**src/hdl/modbus_register_server_with_speed_model_assert.svh**
```systemverilog
// Assertion macros used by the register server back end.
`ifndef MODBUS_REGISTER_SERVER_WITH_SPEED_MODEL_ASSERT_SVH
`define MODBUS_REGISTER_SERVER_WITH_SPEED_MODEL_ASSERT_SVH
`ifndef SYNTH
`define MSRV_ASSERT_IMPL(label, clk, rst_n, ante, cons) \
    label: assert property (@(posedge clk) disable iff (!rst_n) (ante) |-> (cons)) \
        else $error("assertion failed");
`define MSRV_ASSERT_NEXT(label, clk, rst_n, ante, cons) \
    label: assert property (@(posedge clk) disable iff (!rst_n) (ante) |=> (cons)) \
        else $error("assertion failed");
`else
`define MSRV_ASSERT_IMPL(label, clk, rst_n, ante, cons)
`define MSRV_ASSERT_NEXT(label, clk, rst_n, ante, cons)
`endif
`endif

```
**src/hdl/msrv_pkg.sv**
```systemverilog
// Types, constants and codes shared by the register server modules.
`timescale 1ns / 1ps
package msrv_pkg;

    localparam int NUM_REGS_DEF = 128;
    localparam int MAX_READ_DEF = 64;

    localparam int REG_CTRL_IN  = 0;
    localparam int REG_CTRL     = 1;
    localparam int REG_DEMAND   = 2;
    localparam int REG_SPEED    = 3;
    localparam int REG_DEADBAND = 4;
    localparam int REG_TCONST   = 5;
    localparam int REG_INTERVAL = 9;

    localparam int CTRL_ACTIVE_BIT = 1;
    localparam logic [15:0] MIN_INTERVAL  = 16'd100;
    localparam logic [15:0] IDLE_INTERVAL = 16'hFFFF;
    localparam logic [2:0]  STEP_GAIN     = 3'd6;
    localparam logic [6:0]  PCT_SCALE     = 7'd100;

    localparam logic [1:0] ACT_READ  = 2'd0;
    localparam logic [1:0] ACT_WRITE = 2'd1;

    localparam logic [1:0] ST_READ  = 2'd0;
    localparam logic [1:0] ST_WRITE = 2'd1;
    localparam logic [1:0] ST_ECHO  = 2'd2;
    localparam logic [1:0] ST_RANGE = 2'd3;

    typedef enum logic [1:0] {
        REQ_READ,
        REQ_WRITE,
        REQ_ECHO,
        REQ_ERR
    } req_kind_t;

    typedef struct packed {
        req_kind_t   kind;
        logic [15:0] addr;
        logic [15:0] qv;
        logic [19:0] elapsed;
        logic [6:0]  rnd;
    } req_t;

    typedef struct packed {
        logic pop;
        logic clearing;
    } queue_ctl_t;

    typedef enum logic [4:0] {
        S_CLEAR, S_IDLE, S_R0, S_R2, S_R4, S_R5, S_SQ, S_DIVS, S_DIV1,
        S_MUL1, S_MUL2, S_DIVS2, S_DIV2, S_W3, S_W9, S_EXEC, S_RESP,
        S_RDREQ, S_RDWAIT
    } back_state_t;

endpackage

```
**src/hdl/msrv_div.sv**
```systemverilog
// Restoring 32-bit unsigned divider, one quotient bit per cycle.
`timescale 1ns / 1ps
module msrv_div (
    input  logic        clk,
    input  logic        rst_n,
    input  logic        start,
    input  logic [31:0] num,
    input  logic [31:0] den,
    output logic        busy,
    output logic        done,
    output logic [31:0] quot
);
    import msrv_pkg::*;

    logic        busy_reg;
    logic        done_reg;
    logic [4:0]  cnt_reg;
    logic [32:0] rem_reg;
    logic [31:0] quo_reg;
    logic [31:0] den_reg;
    logic [32:0] rem_sh;
    logic        fits;

    assign rem_sh = {rem_reg[31:0], quo_reg[31]};
    assign fits   = rem_sh >= {1'b0, den_reg};

    always_ff @(posedge clk or negedge rst_n)
    begin
        if (!rst_n)
        begin
            busy_reg <= 1'b0;
            done_reg <= 1'b0;
            cnt_reg  <= '0;
        end
        else
        begin
            done_reg <= 1'b0;
            if (start)
            begin
                busy_reg <= 1'b1;
                cnt_reg  <= '0;
            end
            else if (busy_reg)
            begin
                cnt_reg <= cnt_reg + 5'd1;
                if (cnt_reg == 5'd31)
                begin
                    busy_reg <= 1'b0;
                    done_reg <= 1'b1;
                end
            end
        end
    end

    // The quotient bits shift in where the dividend bits shift out.
    always_ff @(posedge clk)
    begin
        if (start)
        begin
            rem_reg <= '0;
            quo_reg <= num;
            den_reg <= den;
        end
        else if (busy_reg)
        begin
            rem_reg <= fits ? (rem_sh - {1'b0, den_reg}) : rem_sh;
            quo_reg <= {quo_reg[30:0], fits};
        end
    end

    assign busy = busy_reg;
    assign done = done_reg;
    assign quot = quo_reg;
endmodule

```
**src/hdl/msrv_back.sv**
```systemverilog
// Request back end: register file, plant step sequencer and response output.
`timescale 1ns / 1ps
`include "modbus_register_server_with_speed_model_assert.svh"
module msrv_back #(
    parameter int NUM_REGS = msrv_pkg::NUM_REGS_DEF,
    parameter int MAX_READ = msrv_pkg::MAX_READ_DEF
) (
    input  logic                 clk,
    input  logic                 rst_n,
    input  logic                 q_valid,
    input  msrv_pkg::req_t       q_data,
    output msrv_pkg::queue_ctl_t ctl,
    output logic                 out_valid,
    input  logic                 out_ready,
    output logic [15:0]          word_value,
    output logic [1:0]           status,
    output logic                 last
);
    import msrv_pkg::*;

    localparam int AW = $clog2(NUM_REGS);
    localparam int KW = $clog2(MAX_READ + 1);

    back_state_t state_reg, state_next;

    logic [15:0] mem [NUM_REGS];
    logic [15:0] rd_data_reg;
    logic [AW-1:0] rd_addr;
    logic [AW-1:0] wa;
    logic [15:0] wd;
    logic        we;

    req_t        req_reg;
    logic [AW-1:0] clr_reg;
    logic [KW-1:0] k_reg;
    logic [15:0] speed_reg;
    logic [15:0] reg0_reg;
    logic [15:0] demand_reg;
    logic [15:0] deadband_reg;
    logic [15:0] tconst_reg;
    logic [15:0] err_reg;
    logic [31:0] sq_reg;
    logic [15:0] interval_reg;
    logic [9:0]  prod1_reg;
    logic [29:0] num_reg;
    logic [22:0] den_reg;
    logic [15:0] resp_word_reg;
    logic [1:0]  resp_status_reg;

    logic        out_valid_reg;
    logic [15:0] out_word_reg;
    logic [1:0]  out_status_reg;
    logic        out_last_reg;

    logic        div_start;
    logic [31:0] div_num;
    logic [31:0] div_den;
    logic        div_busy;
    logic        div_done;
    logic [31:0] div_quot;

    logic        load;
    logic        read_last;
    logic [16:0] rd_sum;
    logic [15:0] err_calc;
    logic [15:0] step;

    msrv_div u_div (
        .clk   (clk),
        .rst_n (rst_n),
        .start (div_start),
        .num   (div_num),
        .den   (div_den),
        .busy  (div_busy),
        .done  (div_done),
        .quot  (div_quot)
    );

    assign rd_sum    = {1'b0, req_reg.addr} + 17'(k_reg);
    assign read_last = (17'(k_reg) + 17'd1) == {1'b0, req_reg.qv};
    assign load      = !out_valid_reg || out_ready;
    assign err_calc  = (speed_reg > demand_reg) ? (speed_reg - demand_reg)
                                                : (demand_reg - speed_reg);
    assign step      = div_quot[15:0];

    always_ff @(posedge clk or negedge rst_n)
    begin
        if (!rst_n)
            state_reg <= S_CLEAR;
        else
            state_reg <= state_next;
    end

    always_comb
    begin
        state_next   = state_reg;
        ctl.pop      = 1'b0;
        ctl.clearing = 1'b0;
        we           = 1'b0;
        wa           = clr_reg;
        wd           = '0;
        rd_addr      = AW'(REG_CTRL_IN);
        div_start    = 1'b0;
        div_num      = {2'b00, num_reg};
        div_den      = {9'd0, den_reg};
        unique case (state_reg)
            S_CLEAR:
            begin
                ctl.clearing = 1'b1;
                we = 1'b1;
                if (32'(clr_reg) == NUM_REGS - 1)
                    state_next = S_IDLE;
            end
            S_IDLE:
            begin
                if (q_valid)
                begin
                    ctl.pop = 1'b1;
                    state_next = S_R0;
                end
            end
            S_R0:
            begin
                we = 1'b1;
                wa = AW'(REG_CTRL);
                wd = rd_data_reg;
                rd_addr = AW'(REG_DEMAND);
                state_next = S_R2;
            end
            S_R2:
            begin
                rd_addr = AW'(REG_DEADBAND);
                state_next = S_R4;
            end
            S_R4:
            begin
                rd_addr = AW'(REG_TCONST);
                state_next = S_R5;
            end
            S_R5:    state_next = S_SQ;
            S_SQ:    state_next = S_DIVS;
            S_DIVS:
            begin
                if (err_reg > deadband_reg)
                begin
                    div_start = 1'b1;
                    div_num = {16'd0, tconst_reg};
                    div_den = sq_reg;
                    state_next = S_DIV1;
                end
                else
                    state_next = S_MUL1;
            end
            S_DIV1:
            begin
                if (div_done)
                    state_next = S_MUL1;
            end
            S_MUL1:
            begin
                if (reg0_reg[CTRL_ACTIVE_BIT] && demand_reg != speed_reg)
                    state_next = S_MUL2;
                else
                    state_next = S_W3;
            end
            S_MUL2:  state_next = S_DIVS2;
            S_DIVS2:
            begin
                div_start = 1'b1;
                state_next = S_DIV2;
            end
            S_DIV2:
            begin
                if (div_done)
                    state_next = S_W3;
            end
            S_W3:
            begin
                we = 1'b1;
                wa = AW'(REG_SPEED);
                wd = speed_reg;
                state_next = S_W9;
            end
            S_W9:
            begin
                we = 1'b1;
                wa = AW'(REG_INTERVAL);
                wd = interval_reg;
                state_next = S_EXEC;
            end
            S_EXEC:
            begin
                if (req_reg.kind == REQ_READ)
                    state_next = S_RDREQ;
                else
                begin
                    if (req_reg.kind == REQ_WRITE)
                    begin
                        we = 1'b1;
                        wa = req_reg.addr[AW-1:0];
                        wd = req_reg.qv;
                    end
                    state_next = S_RESP;
                end
            end
            S_RESP:
            begin
                if (load)
                    state_next = S_IDLE;
            end
            S_RDREQ:
            begin
                rd_addr = rd_sum[AW-1:0];
                state_next = S_RDWAIT;
            end
            S_RDWAIT:
            begin
                rd_addr = rd_sum[AW-1:0];
                if (load)
                    state_next = read_last ? S_IDLE : S_RDREQ;
            end
            default: state_next = S_IDLE;
        endcase
    end

    always_ff @(posedge clk)
    begin
        if (we)
            mem[wa] <= wd;
        rd_data_reg <= mem[rd_addr];
    end

    always_ff @(posedge clk or negedge rst_n)
    begin
        if (!rst_n)
        begin
            clr_reg       <= '0;
            speed_reg     <= '0;
            out_valid_reg <= 1'b0;
        end
        else
        begin
            if (state_reg == S_CLEAR)
                clr_reg <= clr_reg + AW'(1);
            if (state_reg == S_DIV2 && div_done)
                speed_reg <= (demand_reg > speed_reg) ? (speed_reg + step)
                                                      : (speed_reg - step);
            if ((state_reg == S_RESP || state_reg == S_RDWAIT) && load)
                out_valid_reg <= 1'b1;
            else if (out_ready)
                out_valid_reg <= 1'b0;
        end
    end

    always_ff @(posedge clk)
    begin
        unique case (state_reg)
            S_IDLE:
            begin
                req_reg <= q_data;
                k_reg   <= '0;
            end
            S_R0:   reg0_reg     <= rd_data_reg;
            S_R2:   demand_reg   <= rd_data_reg;
            S_R4:   deadband_reg <= rd_data_reg;
            S_R5:
            begin
                tconst_reg <= rd_data_reg;
                err_reg    <= err_calc;
            end
            S_SQ:   sq_reg <= 32'(err_reg) * 32'(err_reg);
            S_DIVS:
            begin
                if (!(err_reg > deadband_reg))
                    interval_reg <= IDLE_INTERVAL;
            end
            S_DIV1:
            begin
                if (div_done)
                    interval_reg <= (div_quot < 32'(MIN_INTERVAL)) ? MIN_INTERVAL
                                                                   : div_quot[15:0];
            end
            S_MUL1: prod1_reg <= 10'(req_reg.rnd) * 10'(STEP_GAIN);
            S_MUL2:
            begin
                num_reg <= 30'(prod1_reg) * 30'(req_reg.elapsed);
                den_reg <= 23'(interval_reg) * 23'(PCT_SCALE);
            end
            S_EXEC:
            begin
                unique case (req_reg.kind)
                    REQ_WRITE:
                    begin
                        resp_word_reg   <= req_reg.qv;
                        resp_status_reg <= ST_WRITE;
                    end
                    REQ_ECHO:
                    begin
                        resp_word_reg   <= '0;
                        resp_status_reg <= ST_ECHO;
                    end
                    REQ_ERR:
                    begin
                        resp_word_reg   <= '0;
                        resp_status_reg <= ST_RANGE;
                    end
                    REQ_READ:
                    begin
                        resp_word_reg   <= '0;
                        resp_status_reg <= ST_READ;
                    end
                endcase
            end
            S_RESP:
            begin
                if (load)
                begin
                    out_word_reg   <= resp_word_reg;
                    out_status_reg <= resp_status_reg;
                    out_last_reg   <= 1'b1;
                end
            end
            S_RDWAIT:
            begin
                if (load)
                begin
                    out_word_reg   <= rd_data_reg;
                    out_status_reg <= ST_READ;
                    out_last_reg   <= read_last;
                    k_reg          <= k_reg + KW'(1);
                end
            end
            default: ;
        endcase
    end

    assign out_valid  = out_valid_reg;
    assign word_value = out_word_reg;
    assign status     = out_status_reg;
    assign last       = out_last_reg;

    `MSRV_ASSERT_IMPL(a_clear_quiet, clk, rst_n, state_reg == S_CLEAR, !out_valid_reg)
    `MSRV_ASSERT_IMPL(a_div_free, clk, rst_n, div_start, !div_busy)
    `MSRV_ASSERT_NEXT(a_read_end, clk, rst_n,
        state_reg == S_RDWAIT && load && read_last, state_reg == S_IDLE && out_last_reg)
endmodule

```
**config.mk**
```make
export PLATFORM = sky130hd
export DESIGN_NAME = msrv_back
export DESIGN_NICKNAME = d
export VERILOG_FILES = /design/src/hdl/msrv_pkg.sv /design/src/hdl/msrv_div.sv /design/src/hdl/msrv_back.sv
export VERILOG_INCLUDE_DIRS = /design/src /design/src/hdl
export SDC_FILE = /design/constraint.sdc
export NUM_CORES = 2
export LEC_CHECK = 0
export ABC_AREA = 1
export BUFFER_PORTS_ARGS = -buffer_cell sky130_fd_sc_hd__buf_2
export CAP_MARGIN = 30
export CORE_AREA = 2 2 455 457
export DETAILED_ROUTE_END_ITERATION = 12
export DIE_AREA = 0 0 457 459
export PLACE_DENSITY = 0.87
export SLEW_MARGIN = 20
export SYNTH_ARGS = -nofsm -noshare
export SYNTH_HDL_FRONTEND = slang
export SYNTH_SLANG_ARGS = --single-unit
export TNS_END_PERCENT = 50
```
**constraint.sdc**
```tcl
create_clock -name clk -period 6 [get_ports clk]
set_input_delay 0.9 -clock clk [delete_from_list [all_inputs] [get_ports clk]]
set_output_delay 0.9 -clock clk [all_outputs]
set_load 0.02 [all_outputs]
```
# Yosys cells after proc, flatten, opt, wreduce, memory -nomap -nowiden
# Memories as Yosys holds them, arrays and structs flattened. A register that Yosys moved wholly into a read port is not among the register bits.
# Index checks and enable logic that the tools add are counted.
# classes
eq_ne	32
n_reduce_logical	21
n_lt_le_gt_ge	5
n_mux	64
n_mul	4
add_sub_neg	10
# ops
op	n
2-to-1 mux 16 bit	9
2-to-1 mux 32 bit	3
case mux 16 bit (2 select lines)	3
case mux 5 bit (19 select lines)	1
case mux 16 bit (4 select lines)	1
2-to-1 mux 30 bit	2
case mux 7 bit (4 select lines)	2
> comparator 16 bit	3
subtractor 16 bit	3
2-to-1 mux 23 bit	2
2-to-1 mux 5 bit	9
== test 5 x 4 -> 1 bit, second input constant	8
greater-or-equal comparator 33 x 32 -> 1 bit	1
less-than comparator 32 x 7 -> 1 bit, second input constant	1
multiplier 16 x 16 -> 32 bit	1
subtractor 32 bit	1
multiplier 9 x 20 -> 29 bit	1
multiplier 16 x 5 -> 21 bit, second input constant	1
2-to-1 mux 7 bit	3
== test 5 x 3 -> 1 bit, second input constant	4
== test 5 bit, second input constant	4
2-to-1 mux 1 bit	20
adder 16 bit	1
== test 8 x 16 -> 1 bit	1
other kinds (31)	51
# word_totals
memories	1
input_bits	65
ramBits	2048
register_bits	401
out_inout_bits	22
word_cells	170
# mem_list
name	depth	word_bits	read_ports	rd_clocked_by_memory_dff	wr	line	text
mem	128	16	1	1	1	msrv_back.sv:26	logic [15:0] mem [NUM_REGS];

# Depth between registers and ports, before layout
# depth
ltp_word	6
ltp_mapped	27
ltp_nobuf	25

# Hierarchy
# A second synthesis with hierarchy kept.
# hier_totals
cells_unflattened	11112
area_unflattened_um2	119256.9
# by_module_without_submodules
mod	area_each_um2	seq_area_each_um2	instances	cells_each
msrv_back	112535.4	70562.7	1	10147
msrv_div	6721.4	2737.6	1	965

# Least setup slack after synthesis
# OpenSTA, ideal clock, no wires.
# synth_timing
path_type	flip-flop to flip-flop
start	register err_reg[1]
end	register sq_reg[20] (data pin)
setup_slack_ns	0.270
required_ns	5.741
n_path_buf	2
arrival_ns	5.471
stages_incl_launch_ff	26
period_less_slack_ns	5.730
setup_ns	0.259
path_cell_list	edfxtp_1 -> clkbuf_1 -> clkbuf_1 -> nand2_1 -> inv_1 -> fa_1 -> inv_1 -> fa_1 -> inv_1 -> fa_1 -> inv_1 -> fa_1 -> inv_1 -> fa_1 -> inv_1 -> fa_1 -> inv_1 -> ha_1 -> a21oi_1 -> inv_1 -> a21oi_1 -> a21boi_0 -> o21ai_0 -> nand2_1 -> nand2_1 -> xor2_1
# synth_via
elab_chain_cells	1
# synth_rtl
item	line	text
start, declared	msrv_back.sv:41	logic [15:0] err_reg;
start signal, assigned	msrv_back.sv:269	err_reg <= err_calc;
multiplier 16 x 16 -> 32 bit	msrv_back.sv:271	S_SQ: sq_reg <= 32'(err_reg) * 32'(err_reg);
end signal, assigned	msrv_back.sv:271	
end, declared	msrv_back.sv:42	logic [31:0] sq_reg;
# Every way passes these cells.
# A chain may end at the register's enable or synchronous reset.

# Worst setup path in the final report
# layout_timing
start	register err_reg[10]
end	register sq_reg[28] (data pin)
# The elaborated chain is that of the path after synthesis.

==> flow_summary_export.csv <==
group,metric,value,unit
job,maxCapViolCount,0,
clock_tree,clock-sinks,2462,
sta,hold_violations,0,
placed_design,gp_congestion,0.950,
routing,drc,0,
final_layout,areaGrowthSynthToFinish,10.4,%
final_layout,fill_cells,14500,
hold_path,hold_depth,1,
logic_synthesis,synthAdderAreaFrac,0.0850,
setup_path,critPathKind,"reg -> reg",
logic_synthesis,ys_seq_elements,2462,
grt,grt_pass1_vias,86400,
setup_path,worst_path_largest_cell_delay,600,ps
final_layout,final_cell_mix,"nand3_1, nand2_1, edfxtp_1",
routing,ant_nets,0,
logic_synthesis,synth_xor_area_frac,0.0121,
setup_path,crit_buf_inv,6,
die,rows,167,
logic_synthesis,ys_async_sr_fraction,0.0146,
final_layout,fin_area,0.131,mm2
die,io_pins,87,
placed_design,placedInstanceArea,0.123,mm2
routing,wl_per_cell,24.8,um
die,start_util,0.575,
grt,track_usage,0.319,
die,core-area,0.206,mm2
final_layout,final_common_cell,"nand3_1",
hold_path,min_path_type,"in -> reg",
setup_path,crit_slowest_cell,"fa_1",
routing,top_layer,"met5",
logic_synthesis,synth_top_family_by_area,"simple AND/OR/NAND/NOR gates",
logic_synthesis,netlist_area,0.118,mm2
grt,grt_pass1_wl,509000,um
clock_tree,cts_tree,"done",
setup_path,path_delay_family,"adder cells",
logic_synthesis,synthMuxAreaShare,0.000826,
run_status,outcome,"completed",
routing,wl_met1,115000,um
logic_synthesis,synth_edf_count,2378,
setup_path,r2r_end,"sq_reg[28]",
routing,totalWireLength,340000,um
clock_tree,cts_buffer_depth,3,
hold_path,min_from,"q_data[11]",
routing,wl_met3,45500,um
sta,worst_slew_pin_slew,1130,ps
logic_synthesis,synthesis.nets,11500,
logic_synthesis,synth_compound_area_frac,0.0251,
setup_path,crit_top_cell,"fa_1",
sta,min_period,5860,ps
logic_synthesis,yosysWarnings,0,
final_layout,largest_reg_flops,2048,
grt,grt_max_degree,176,
setup_path,crit_path_max_fanout,9,
clock_tree,cts_buffers,235,
routing,viasPerCell,6.35,
grt,grt-ovfl-total,0,
die,die_y,459,um
clock_tree,htree_levels,4,
routing,vias,87000,
placed_design,dpl.hpwl,201000,um
grt,antenna_found_initial,5,
sta,period_share,0.976,
logic_synthesis,synth_simple_gate_area_frac,0.205,
die,die-area,0.210,mm2
setup_path,crit_required,6650,ps
clock_tree,path_clk_slew,70,ps
logic_synthesis,avgSynthCellArea,11.0,um2
final_layout,drive_above_1_share,0.0790,
logic_synthesis,synth_cell_type_count,54,
setup_path,arrival,6500,ps
final_layout,nets,11500,
clock_tree,clock-root-buffer,"clkbuf_16",
routing,drt_iter0_markers,13800,
routing,firstDrtPassIters,9,
sta,slew_viol_final,0,
sta,finalSetupViolations,0,
final_layout,postLayoutCoreUtil,0.635,
setup_path,path_cells,"buf_4 > buf_4 > nand2_1 > fa_1 > inv_1 > fa_1 > fa_1 > fa_1 > fa_1 > inv_1 > fa_1 > inv_1 > ha_1 > nand2_1 > nor4_2 > buf_4 > nand3_1 > nand3_2 > nand2_1 > o211ai_1 > xor2_1",
die,die_w,457,um
setup_path,reg2reg_depth,21,
setup_path,start_kind,"flip-flop",
logic_synthesis,yosysSeqAreaShare,0.620,
setup_path,cp-end-kind,"flip-flop",
sta,fin_worst_skew,78.2,ps
routing,wl_met2,156000,um
setup_path,r2r_slack,140,ps
logic_synthesis,synth_cells,10800,
sta,fmax,171,MHz
setup_path,r2r-start,"err_reg[10]",
logic_synthesis,synth-main-ff-cell,"edfxtp_1",
sta,slew_headroom,0.249,
hold_path,hold_path_end,"req_reg[11]",
clock_tree,clk_latency,920,ps
placed_design,io_buffers,77,
-- cell type report --
class / instances / area [um2] / area share
diodes: 1 / 2.50 / 0.0000192
clock buffers: 288 / 6190 / 0.0474
clock inverters: 156 / 1520 / 0.0117
inverters: 891 / 3380 / 0.0259
multi-input cells: 6794 / 39300 / 0.301
flip-flops and latches: 2462 / 73300 / 0.561
well taps: 2704 / 3380 / 0.0259
repair buffers: 415 / 3520 / 0.0270
-- cells in the mapped netlist (110+ instances only) --
| cell type | n | share of area |
|---|---|---|
| inv_1 | 878 | 0.028 |
| nor2_1 | 328 | 0.010 |
| clkbuf_1 | 256 | 0.0081 |
| ha_1 | 315 | 0.033 |
| nand2_1 | 2422 | 0.077 |
| xor2_1 | 110 | 0.0082 |
| buf_2 | 271 | 0.011 |
| edfxtp_1 | 2378 | 0.60 |
| a21oi_1 | 172 | 0.0073 |
| fa_1 | 305 | 0.052 |
| nand3_1 | 2641 | 0.11 |
| o21ai_0 | 137 | 0.0058 |
-- per-layer routing --
metal / global-route usage / vias up
li1: - / 37400
met1: 0.403 / 41400
met2: 0.500 / 6875
met3: 0.0802 / 1426
met4: 0.189 / 8
met5: 0 / -
-- metrics by stage --
step                      cells  setup TNS (ps)  worst slack, ps  hold slack, ps
after CTS                 13700               0             19.1             124
after global routing      13700           -68.3            -34.1             132
final                     13700               0              142             170
after global placement    13200               0             17.2             453
after floorplan           10800               0              270             424
after detailed placement  13300               0             23.5             459
-- kinds of logic after synthesis --
family	after synthesis
XOR/XNOR	163
flip-flops	2462
buffers and inverters	1515
adder cells (fa/ha/maj)	620
AND/OR/NAND/NOR	5506
AO/OA/AOI/OAI	496
multiplexers	9
-- how the worst max path moves through the flow --
stage	start	endpoint	slack [ps]	cells past startpoint
finish	err_reg[10]	sq_reg[28]	140	21
detailed placement	err_reg[12]	sq_reg[28]	20	20
floorplan	err_reg[1]	sq_reg[20]	270	25
global placement	err_reg[6]	sq_reg[28]	20	19
CTS	err_reg[10]	sq_reg[28]	20	21
global route	err_reg[10]	sq_reg[28]	-30	21
-- worst reg2reg max path, stage by stage (launching register included) --
cell and delay, ps:
edfxtp_1 420, buf_4 200, buf_4 190, nand2_1 90, fa_1 600, inv_1 80
fa_1 550, fa_1 440, fa_1 490, fa_1 510, inv_1 50, fa_1 500
inv_1 50, ha_1 370, nand2_1 140, nor4_2 290, buf_4 170, nand3_1 80
nand3_2 140, nand2_1 70, o211ai_1 100, xor2_1 90
-- what timing repair did --
action / 4_1_cts / 5_1_grt
setup buffers: 0 / 9
endpoints found under the setup margin: 0 / 11
hold endpoints to repair: 2 / 0
resized for setup: 0 / 18
hold buffers: 1 / 0
Power is not shown: default switching activity piles up to over one toggle a cycle in this logic, so the estimate is an artifact.
